### src/rtl/core/sis_pkg.sv
// sis_pkg: shared types and constants for the sorted id set.
// Used by sis_cell, sis_ctrl and sorted_id_set; depends on nothing.
package sis_pkg;

  localparam int ENTRIES = 128;
  localparam int ID_BITS = 22;
  localparam int POS_W   = $clog2(ENTRIES + 1);
  localparam int IDX_W   = $clog2(ENTRIES);
  localparam int OUT_W   = 8;

  localparam logic [POS_W-1:0] ENTRIES_P = POS_W'(ENTRIES);

  typedef logic [ID_BITS-1:0] id_t;
  typedef logic [POS_W-1:0]   pos_t;

  typedef enum logic [1:0] {
    MODE_QUERY  = 2'd0,
    MODE_INSERT = 2'd1,
    MODE_REMOVE = 2'd2,
    MODE_CLEAR  = 2'd3
  } mode_t;

  typedef enum logic [1:0] {
    ST_IDLE,
    ST_CMP,
    ST_SRCH,
    ST_APPLY
  } state_t;

  // Broadcast from the controller to every cell of the row.
  typedef struct packed {
    logic cmp;
    logic ins;
    logic rem;
    id_t  key;
    pos_t pos;
    pos_t count;
  } cell_bus_t;

endpackage

### src/rtl/core/sis_cell.sv
// sis_cell: one slot of the sorted row; holds an id, compares it with the key
// and takes a neighbor's id on shifts. Depends on sis_pkg.
module sis_cell
  import sis_pkg::*;
(
  input  logic      clk,
  input  pos_t      idx,
  input  cell_bus_t bus,
  input  id_t       left_id,
  input  id_t       right_id,
  output id_t       id,
  output logic      lt,
  output logic      eq
);

  id_t  id_r;
  logic lt_r;
  logic eq_r;
  logic valid;

  assign valid = (idx < bus.count);

  always_ff @(posedge clk) begin
    if (bus.cmp) begin
      lt_r <= valid && (id_r < bus.key);
      eq_r <= valid && (id_r == bus.key);
    end
    if (bus.ins) begin
      if (idx == bus.pos) begin
        id_r <= bus.key;
      end else if (idx > bus.pos) begin
        id_r <= left_id;
      end
    end else if (bus.rem) begin
      if (idx >= bus.pos) begin
        id_r <= right_id;
      end
    end
  end

  assign id = id_r;
  assign lt = lt_r;
  assign eq = eq_r;

endmodule

### config.mk
export PLATFORM = sky130hd
export DESIGN_NAME = sis_cell
export DESIGN_NICKNAME = d
export VERILOG_FILES = /design/src/rtl/core/sis_pkg.sv /design/src/rtl/core/sis_cell.sv
export SDC_FILE = /design/constraint.sdc
export NUM_CORES = 1
export LEC_CHECK = 0
export BUFFER_PORTS_ARGS = -buffer_cell sky130_fd_sc_hd__buf_2
export CORE_MARGIN = 2
export CORE_UTILIZATION = 31
export CTS_CLUSTER_SIZE = 40
export DETAILED_ROUTE_END_ITERATION = 16
export SYNTH_ARGS = -nofsm -noshare
export SYNTH_HDL_FRONTEND = slang
export SYNTH_SLANG_ARGS = --single-unit
export TNS_END_PERCENT = 20
### constraint.sdc
create_clock -name clk -period 2.6 [get_ports clk]
set_clock_uncertainty 0.15 [all_clocks]
set_input_delay 0.26 -clock clk [delete_from_list [all_inputs] [get_ports clk]]
set_output_delay 0.26 -clock clk [all_outputs]
set_load 0.02 [all_outputs]
==> impl_metrics.tcl <==
set metrics [dict create \
    use_met1_pct 16.0 \
    floorplan.rows 30 \
    relSlewSlack_pct 66.8 \
    timing.rr.start "id[21]" \
    reg2reg_to "lt" \
    ios 118 \
    place_hpwl_um 4300 \
    syn_avg_cell_area_um2 9.28 \
    min-delay-start "bus[40]" \
    status "finished clean" \
    synth_area_um2 2130 \
    worst_pin_slew_ns 0.485 \
    vias 1976 \
    setup_ws_ns 0.497 \
    dr.pass1.iters 4 \
    cts.sinks 24 \
    hold_end "lt" \
    cts_made_buffers 3 \
    async_flop_share_pct 0 \
    vdd.ir_drop.worst_uv 211 \
    ant_nets 0 \
    cts-root-buf "clkbuf_8" \
    fp.dieW_um 87.0 \
    p_int_w 0.000790 \
    wl_um 5180 \
    met3_usage_pct 2.94 \
    max-cap-violations 0 \
    fmax_mhz 476 \
    comb_power_share_pct 37.2 \
    ys_warn_count 0 \
    viasPerCell 4.63 \
    min_period_over_period_pct 80.9 \
    p_seq_share_pct 43.4 \
    slew_viol_final 0 \
    hold_viol_final 0 \
    crit_fanout 3 \
    period_needed_ns 2.10 \
    min_path_cells 1 \
    drive_gt1_share_pct 36.6 \
    crit_slowest_cell "nor4_1" \
    rrSetupSlack_ns 0.50 \
    setup-violations-final 0 \
    worst_ep_arrival_time_ns 1.98 \
    track_usage_pct 13.9 \
    cts.hold.buffers_added 0 \
    postCtsSetupRepairBufs 0 \
    tritoncts "yes" \
    grt_antenna_before_repair 0 \
    finalSetupTns_ns 0 \
    die-area_um2 7570 \
    drt_iter0_markers 31 \
    path_clk_slew_ns 0.09 \
    gp_routability_congestion 0.801 \
    start_util_pct 31.8 \
    clockBufferDepth 2 \
    cts_resized 0 \
    grt.busiest_layer "met2" \
    wl_per_cell_um 12.1 \
    critical_path_class "flop to flop" \
    port_buffers 117 \
    synth-main-ff-cell "edfxtp_1" \
    synth_nets 361 \
    grt_max_degree 45 \
    grt-ovfl-total 0 \
    nets 479 \
    required_ns 2.48 \
    grt_pass1_wl_um 8370 \
    syn_inst 230 \
    worst_path_largest_cell_delay_ns 0.48 \
    place_ws_ns 0.309 \
    powerDensity_nw_per_um2 422 \
    endpoint_kind "flop" \
    antenna_cells 0 \
    syn_to_final_growth_pct 32.6 \
    die_h_um 87.0 \
    yosysSeqAreaShare_pct 33.8 \
    globalRouteMet2Util_pct 26.0 \
    pwr-share-clk_pct 19.4 \
    synth_cell_type_count 26 \
    clkLatencyLatePin_ns 0.27 \
    cts_htree_levels 1 \
    switching_share_pct 33.9 \
    cellLeakagePower_nw 1.46 \
    cp_cell_sequence "ha_1 > nand4_1 > nor4_1 > a21oi_1 > and4bb_1" \
    rr_worst_depth 5 \
    p_sw_w 0.000406 \
    rsz0062_at_grt "false" \
    drc 0 \
    whs_ns 0.0592 \
    core_um2 6720 \
    worst_hold_path_type "input pin to flop" \
    ys_ff_latch 24 \
    synth-edff-count 24 \
    grt_pass1_vias 1952 \
    cp-start-kind "flop" \
]
[final cells by class]
class	instances	area (um2)
flip-flops and latches	24	721
multi-input cells	160	1210
repair buffers	120	608
fillers	681	3890
clock buffers	3	41.3
clock inverters	1	3.75
well taps	80	100
inverters	39	146
[per-stage QoR]
stage               cells  power, W  utilization [%]  cell area (um2)
floorplan             230  0.000796                -             2130
global placement      423  0.000974             41.5             2790
detailed placement    423  0.000982             41.5             2790
CTS                   427   0.00122             42.1             2830
global route          427   0.00130             42.1             2830
finish                427   0.00120             42.1             2830
[worst max-delay path by stage]
stage	start	endpoint	slack, ns	cells past startpoint
6_report	id[21]	lt	0.50	5
5_1_grt	id[21]	lt	0.38	5
4_1_cts	id[21]	lt	0.48	5
3_5_place_dp	idx[1]	id[9]	0.31	8
3_3_place_gp	idx[1]	id[6]	0.31	8
2_1_floorplan	bus[13]	id[0]	0.04	6
[state kept, by name, summed over array words and instances (netlist names)]
| name | flops |
|---|---|
| lt | 1 |
| id | 22 |
| eq | 1 |
[synth_stat cells, types with 2 or more instances]
| library cell | n | area [um2] |
|---|---|---|
| edfxtp_1 | 24 | 721 |
| clkbuf_1 | 5 | 18.8 |
| buf_12 | 2 | 40.0 |
| mux2i_1 | 22 | 220 |
| ha_1 | 37 | 463 |
| a21oi_1 | 39 | 195 |
| o21ai_0 | 4 | 20.0 |
| nand4_1 | 6 | 37.5 |
| inv_1 | 38 | 143 |
| nor2_1 | 27 | 101 |
| nor4_1 | 3 | 18.8 |
| nand2_1 | 7 | 26.3 |
| a21o_1 | 3 | 22.5 |
[cells by family (layout without fill, tap and decap cells)]
family                     count (synthesis)  in the layout  share of synthesized area, %
muxes                                     22             22                          10.3
DFF                                       24             24                          33.8
adders and majority gates                 37             37                          21.7
AOI/OAI and AO/OA                         51             51                          13.1
buffers and inverters                     46            163                          9.61
and+or+nand+nor                           50             50                          11.5
[critical path, delay by kind of cell, from the launching register on]
family	cells	cell delay, ns
AND/OR/NAND/NOR	3	0.85
flip-flops	1	0.40
adder cells (fa/ha/maj)	1	0.33
AO/OA/AOI/OAI	1	0.12
[power by group through the flow]
stage	clock (W)	combinational, W	sequential (W)
CTS	0.000245	0.000455	0.000521
floorplan	0	0.000201	0.000596
finish	0.000232	0.000445	0.000519
global placement	0	0.000447	0.000528
detailed placement	0	0.000452	0.000530
global route	0.000257	0.000512	0.000527
[layer usage]
metal	part of all wire, %	vias to the layer above
li1	-	1051
met4	0.54	0
met3	7.4	4
met2	49	69
met5	0	-
met1	43	852
[cell usage in the layout, fill, tap and decap left out]
master	count
buf_2	117
a21oi_1	39
inv_1	38
ha_1	37
nor2_1	26
edfxtp_1	24
mux2i_1	22
nand2_1	7
nand4_1	6
o21ai_0	4
a21o_1	3
nor4_1	3
clkbuf_8	3
buf_4	3
inv_2	1
nand4_2	1
nor2_4	1
nor2b_1	1
o211ai_1	1
a2111oi_0	1
nor2_2	1
a41o_1	1
o221ai_1	1
a21boi_1	1
or4_1	1
nor3_1	1
and4bb_1	1
and3_1	1
clkinv_1	1
Power figures use the tool's default switching activity.
