File: src/rtl/core/sis_pkg.sv
// sis_pkg: shared types and constants for the sorted id set.
// Used by sis_cell, sis_ctrl and sorted_id_set; depends on nothing.
package sis_pkg;

  localparam int ENTRIES = 128;
  localparam int ID_BITS = 22;
  localparam int POS_W   = $clog2(ENTRIES + 1);
  localparam int IDX_W   = $clog2(ENTRIES);
  localparam int OUT_W   = 8;

  localparam logic [POS_W-1:0] ENTRIES_P = POS_W'(ENTRIES);

  typedef logic [ID_BITS-1:0] id_t;
  typedef logic [POS_W-1:0]   pos_t;

  typedef enum logic [1:0] {
    MODE_QUERY  = 2'd0,
    MODE_INSERT = 2'd1,
    MODE_REMOVE = 2'd2,
    MODE_CLEAR  = 2'd3
  } mode_t;

  typedef enum logic [1:0] {
    ST_IDLE,
    ST_CMP,
    ST_SRCH,
    ST_APPLY
  } state_t;

  // Broadcast from the controller to every cell of the row.
  typedef struct packed {
    logic cmp;
    logic ins;
    logic rem;
    id_t  key;
    pos_t pos;
    pos_t count;
  } cell_bus_t;

endpackage

File: src/rtl/core/sis_ctrl.sv
// sis_ctrl: command sequencer, lower-bound search over the row's compare
// flags, occupancy count and result register. Depends on sis_pkg.
module sis_ctrl
  import sis_pkg::*;
(
  input  logic               clk,
  input  logic               rst_n,
  input  logic               start,
  input  logic [1:0]         in_mode,
  input  id_t                in_ident,
  input  logic [ENTRIES-1:0] lt_vec,
  input  logic [ENTRIES-1:0] eq_vec,
  output logic               busy,
  output cell_bus_t          bus,
  output logic               out_strobe,
  output logic               out_found,
  output logic               out_changed,
  output logic               out_full_res,
  output logic [OUT_W-1:0]   out_position,
  output logic [OUT_W-1:0]   out_occupancy
);

  state_t state_r, state_nxt;
  mode_t  mode_r;
  id_t    key_r;
  pos_t   count_r, count_nxt;
  pos_t   pos_r, pos_s, cand;
  logic   found_r, found_s;
  logic   do_ins, do_rem, is_full;

  logic             strobe_r;
  logic             found_o_r, changed_o_r, full_o_r;
  logic [OUT_W-1:0] pos_o_r, occ_o_r;

  // next state
  always_comb begin
    state_nxt = state_r;
    unique case (state_r)
      ST_IDLE:  if (start) state_nxt = ST_CMP;
      ST_CMP:   state_nxt = ST_SRCH;
      ST_SRCH:  state_nxt = ST_APPLY;
      ST_APPLY: state_nxt = ST_IDLE;
      default:  state_nxt = ST_IDLE;
    endcase
  end

  // lower bound: binary search over the thermometer of lt flags
  always_comb begin
    pos_s = '0;
    cand  = '0;
    for (int b = POS_W - 1; b >= 0; b--) begin
      cand = pos_s | (POS_W'(1) << b);
      if ((cand <= ENTRIES_P) && lt_vec[IDX_W'(cand - POS_W'(1))]) begin
        pos_s = cand;
      end
    end
    found_s = |eq_vec;
  end

  always_comb begin
    is_full   = (mode_r == MODE_INSERT) && !found_r && (count_r == ENTRIES_P);
    do_ins    = (mode_r == MODE_INSERT) && !found_r && (count_r != ENTRIES_P);
    do_rem    = (mode_r == MODE_REMOVE) && found_r;
    count_nxt = count_r;
    if (mode_r == MODE_CLEAR) begin
      count_nxt = '0;
    end else if (do_ins) begin
      count_nxt = count_r + POS_W'(1);
    end else if (do_rem) begin
      count_nxt = count_r - POS_W'(1);
    end
  end

  // outputs of the sequencer
  always_comb begin
    busy      = 1'b0;
    bus.cmp   = 1'b0;
    bus.ins   = 1'b0;
    bus.rem   = 1'b0;
    bus.key   = key_r;
    bus.pos   = pos_r;
    bus.count = count_r;
    unique case (state_r)
      ST_IDLE:  busy = 1'b0;
      ST_CMP: begin
        busy    = 1'b1;
        bus.cmp = 1'b1;
      end
      ST_SRCH:  busy = 1'b1;
      ST_APPLY: begin
        busy    = 1'b1;
        bus.ins = do_ins;
        bus.rem = do_rem;
      end
      default:  busy = 1'b1;
    endcase
  end

  always_ff @(posedge clk) begin
    if (!rst_n) begin
      state_r  <= ST_IDLE;
      count_r  <= '0;
      strobe_r <= 1'b0;
    end else begin
      state_r  <= state_nxt;
      strobe_r <= (state_r == ST_APPLY);
      if (state_r == ST_APPLY) begin
        count_r <= count_nxt;
      end
    end
  end

  always_ff @(posedge clk) begin
    if ((state_r == ST_IDLE) && start) begin
      mode_r <= mode_t'(in_mode);
      key_r  <= in_ident;
    end
    if (state_r == ST_SRCH) begin
      pos_r   <= pos_s;
      found_r <= found_s;
    end
    if (state_r == ST_APPLY) begin
      if (mode_r == MODE_CLEAR) begin
        found_o_r   <= 1'b0;
        changed_o_r <= 1'b1;
        full_o_r    <= 1'b0;
        pos_o_r     <= '0;
      end else begin
        found_o_r   <= found_r;
        changed_o_r <= do_ins || do_rem;
        full_o_r    <= is_full;
        pos_o_r     <= OUT_W'(pos_r);
      end
      occ_o_r <= OUT_W'(count_nxt);
    end
  end

  assign out_strobe    = strobe_r;
  assign out_found     = found_o_r;
  assign out_changed   = changed_o_r;
  assign out_full_res  = full_o_r;
  assign out_position  = pos_o_r;
  assign out_occupancy = occ_o_r;

  a_count_range: assert property (@(posedge clk) disable iff (!rst_n)
    count_r <= ENTRIES_P)
    else $error("occupancy above capacity");

  a_single_match: assert property (@(posedge clk) disable iff (!rst_n)
    (state_r == ST_SRCH) |-> $onehot0(eq_vec))
    else $error("more than one cell matches the key");

  a_strobe_after_apply: assert property (@(posedge clk) disable iff (!rst_n)
    out_strobe |-> $past(state_r == ST_APPLY))
    else $error("result beat without an apply step");

  a_full_no_change: assert property (@(posedge clk) disable iff (!rst_n)
    (out_strobe && out_full_res) |-> (!out_changed && !out_found))
    else $error("refused insert reported a change");

  a_count_step: assert property (@(posedge clk) disable iff (!rst_n)
    ((state_r == ST_APPLY) && (mode_r != MODE_CLEAR) && !do_ins && !do_rem)
      |=> (count_r == $past(count_r)))
    else $error("occupancy moved without an update");

endmodule

File: config.mk
export PLATFORM = sky130hd
export DESIGN_NAME = sis_ctrl
export DESIGN_NICKNAME = d
export VERILOG_FILES = /design/src/rtl/core/sis_pkg.sv /design/src/rtl/core/sis_ctrl.sv
export SDC_FILE = /design/constraint.sdc
export NUM_CORES = 1
export LEC_CHECK = 0
export BUFFER_PORTS_ARGS = -buffer_cell sky130_fd_sc_hd__buf_2
export CORE_AREA = 2 2 135 137
export DETAILED_ROUTE_END_ITERATION = 10
export DIE_AREA = 0 0 137 139
export GPL_ROUTABILITY_DRIVEN = 0
export PLACE_DENSITY = 0.58
export SLEW_MARGIN = 20
export SYNTH_ARGS = -nofsm -noshare
export SYNTH_HDL_FRONTEND = slang
export SYNTH_SLANG_ARGS = --single-unit
File: constraint.sdc
create_clock -name clk -period 9.04 [get_ports clk]
set_input_delay 1.808 -clock clk [delete_from_list [all_inputs] [get_ports clk]]
set_output_delay 1.808 -clock clk [all_outputs]
set_load 0.05 [all_outputs]
==> impl_metrics.py <==
metrics = {
    "synthesis": {
        "ys_warn_count": 0,
        "synth_top_family_by_area": "simple AND/OR/NAND/NOR gates",
        "synth_flop_cell": "edfxtp_1",
        "synth-xor-area-share_pct": 1.448,
        "ys_seq_area_share_pct": 42.07,
        "synthArstFlopShare_pct": 0,
        "ys_types": 67,
        "synth-compound-area-share_pct": 15.69,
        "synth_edf_count": 52,
        "syn-cell-area_sq_mm": 0.004235,
        "synth.avg_cell_area_sq_um": 10.28,
        "synth_cells": 412,
        "ys_seq_elements": 63,
        "synthAdderAreaFrac_pct": 2.363,
        "synthSimpleGateAreaFrac_pct": 22.13,
        "muxShareOfSynthArea_pct": 12.53,
        "synth_nets": 703,
    },
    "place": {
        "place_ws_ps": 2165,
        "io_buffers": 344,
        "dp_hpwl_mm": 14.14,
    },
    "sta": {
        "fin_skew_ps": 6.560,
        "slew_viol_final": 0,
        "setup_slack_ps": 2488,
        "finalSetupTns_ps": 0,
        "rsz0062_at_grt": "no",
        "hold_ws_ps": 570.7,
        "worst_slew_pin_slew_ps": 761.4,
        "final.period_utilization_pct": 72.48,
        "period_needed_ps": 6552,
        "relSlewSlack_pct": 49.19,
        "setup_viol": 0,
        "fmax_ghz": 0.1526,
        "final_hold_viol_count": 0,
    },
    "global_routing": {
        "grt_use_total_pct": 17.19,
        "grt_max_degree": 33,
        "grt-ovfl-total": 0,
        "grt_pass1_vias": 4482,
        "grt_antenna_before_repair": 1,
        "grt_pass1_wl_mm": 25.07,
    },
    "worst_hold_path": {
        "whs_path_depth": 1,
        "hold_end": "state_r[0]$_SDFFE_PN0P_",
        "hold_class": "register to register",
        "worstHoldStart": "state_r[0]$_SDFFE_PN0P_",
    },
    "cells_and_area": {
        "fillCellCount": 1807,
        "area_growth_pct": 53.23,
        "final_util_pct": 36.76,
        "antenna_cells": 0,
        "drive_gt1_share_pct": 51.92,
        "final_nets": 1041,
        "mostFrequentLayoutCell": "buf_2",
        "final_cell_mix": "buf_2 (344), edfxtp_1 (52), nand2_1 (46), mux2i_1 (38), nor4_1 (35)",
    },
    "setup_path": {
        "rrSetupSlack_ps": 6560,
        "slowest_stage": "a2bb2oi_2",
        "path_common_cell": "mux2i_1",
        "worstSetupPathType": "primary input to register",
        "max_stage_delay_ps": 610,
        "reg2reg_from": "mode_r[1]$_DFFE_PP_",
        "required_ps": 9240,
        "crit_path_start_kind": "primary input",
        "end_kind": "register",
        "reg2reg_to": "count_r[7]$_SDFFE_PN0P_",
        "crit_fanout": 32,
        "path_buf_inv": 3,
        "crit_family": "compound AO/OA/AOI/OAI gates",
        "r2r.worst_path.cells": 10,
        "worstPathArrival_ps": 6750,
        "crit_chain": "buf_2 -> mux2i_1 -> o21ai_1 -> a2bb2oi_2 -> and2_1 -> a211oi_2 -> o32ai_4 -> nor2_8 -> inv_4 -> mux2i_1 -> o2111ai_1 -> a32oi_4 -> buf_4 -> mux2_2 -> o211a_1 -> a211o_1 -> a221oi_2 -> o41a_1",
    },
    "clocking": {
        "cts_buffer_depth": 2,
        "cts.repair.resized": 0,
        "cts.clk_slew.worst_paths_ps": 60,
        "cts_hold_buffers": 0,
        "clock-sinks": 63,
        "cts_buffers": 9,
        "insertion_delay_ps": 330,
        "cts_tree": "done",
        "cts-root-buf": "clkbuf_16",
        "postCtsSetupBuffers": 0,
        "h-tree-depth": 3,
    },
    "floorplan": {
        "rows": 49,
        "dieArea_sq_mm": 0.01904,
        "fp.dieW_um": 137,
        "start_util_pct": 23.99,
        "io_pins": 345,
        "die_y_um": 139,
        "core_sq_mm": 0.01766,
    },
    "drt": {
        "routedWlPerCell_um": 17.28,
        "drc": 0,
        "drt.antenna.violating_nets": 0,
        "drt-pass1-iter-count": 5,
        "via_per_inst": 4.739,
        "drt_iter0_markers": 316,
        "num_vias": 4663,
        "wl_mm": 17.00,
    },
    "pwr": {
        "clkPwrFrac_pct": 29.9,
        "p_switching_mw": 0.4904,
        "p_leak_nw": 2.989,
        "peakVddDrop_mv": 0.1185,
        "p_comb_share_pct": 38.5,
        "intPower_mw": 0.7898,
        "power_density_mw_per_mm2": 197.3,
        "power_frac_seq_pct": 31.7,
        "swShare_pct": 38.31,
    },
    "run": {
        "drv_cap": 0,
    },
    "outcome": {
        "status": "finished, final reports clean",
    },
}
==> flip-flops by register name, summed over array words and instances (netlist names) <==
signal and count:
out_position 8, count_r 8, key_r 22, out_full_res 1, out_occupancy 8, out_changed 1
out_found 1, out_strobe 1, found_r 1, state_r 2, mode_r 2, pos_r 8
==> how the worst max path moves through the flow <==
stage                    start                     end  slack, ps  depth (start not counted)
CTS                 lt_vec[63]  pos_r[0]$_SDFFCE_PP1P_       2520                         18
global route        lt_vec[63]  pos_r[0]$_SDFFCE_PP1P_       2210                         17
global placement    lt_vec[63]  pos_r[0]$_SDFFCE_PP1P_       2350                         18
finish              lt_vec[63]  pos_r[0]$_SDFFCE_PP1P_       2490                         18
detailed placement  lt_vec[63]  pos_r[0]$_SDFFCE_PP1P_       2160                         18
floorplan           lt_vec[63]  pos_r[0]$_SDFFCE_PP1P_       3320                         18
==> power by group through the flow <==
stage	clock, mW	combinational, mW	sequential [mW]
detailed placement	0	0.495	0.413
global placement	0	0.494	0.413
CTS	0.395	0.496	0.407
finish	0.382	0.493	0.405
global route	0.409	0.529	0.412
floorplan	0	0.214	0.536
==> layer usage <==
layer / share of wire (%) / global-route usage (%)
met5: 0.076 / 0
met4: 1.7 / 4.775
met3: 8.4 / 4.240
met2: 45 / 26.58
met1: 45 / 23.73
==> metrics by stage <==
step / area (sq um) / std cells / total power [mW]
final: 6490 / 984 / 1.280
after global routing: 6490 / 984 / 1.350
after CTS: 6489 / 984 / 1.298
after detailed placement: 6157 / 968 / 0.9076
after global placement: 6157 / 968 / 0.9066
after floorplan: 4235 / 412 / 0.7500
==> final cells by class <==
cell class | count | area, sq um | share of cell area [%]
Clock buffer | 10 | 239.0 | 3.682
Tap cell | 229 | 286.5 | 4.415
Sequential cell | 63 | 1782 | 27.45
Clock inverter | 6 | 92.59 | 1.427
Inverter | 13 | 51.30 | 0.7904
Multi-Input combinational cell | 316 | 2295 | 35.36
Timing Repair Buffer | 347 | 1744 | 26.87
==> synthesized netlist by cell type, types with 2 or more instances <==
master     n  area, sq um
a32oi_1    2        17.52
nand4b_1   4        35.03
nand3b_1   2        15.01
a211oi_2   3        37.54
buf_6      2        22.52
o22ai_1    2        12.51
xor2_1     3        26.28
mux2i_1   38        380.4
and2_1    19        118.9
buf_4      3        22.52
buf_2      6        30.03
o21a_1     2        15.01
a21boi_1   3        22.52
clkbuf_1   8        30.03
or2_2      3        18.77
ha_1       8        100.1
o21ai_1    3        15.01
inv_1     11        41.29
o21ai_0    5        25.02
and3_1     3        18.77
nand2b_1   3        18.77
mux2_2     3        33.78
nand3_1    5        25.02
o211ai_1   4        30.03
o21ai_2    2        17.52
dfxtp_1   11        220.2
xnor2_1    4        35.03
nand4_1   11        68.82
a211o_1    5        43.79
a21oi_1   16        80.08
a31oi_1    4        25.02
a311oi_2   2        30.03
nor3_1     6        30.03
nand2_1   46        172.7
edfxtp_1  52         1562
mux4_2     4        90.09
a211oi_1   7        52.55
nor2b_1   12        75.07
a21boi_0   3        22.52
nor2_1    20        75.07
o211a_1    2        20.02
nor4_1    35        219.0
==> kinds of logic after synthesis <==
group                    count (synthesis)
AO/OA/AOI/OAI                           80
XOR/XNOR                                 7
adder cells (fa/ha/maj)                  8
buffers and inverters                   33
flip-flops                              63
multiplexers                            47
AND/OR/NAND/NOR                        174
Power figures use the tool's default switching activity.
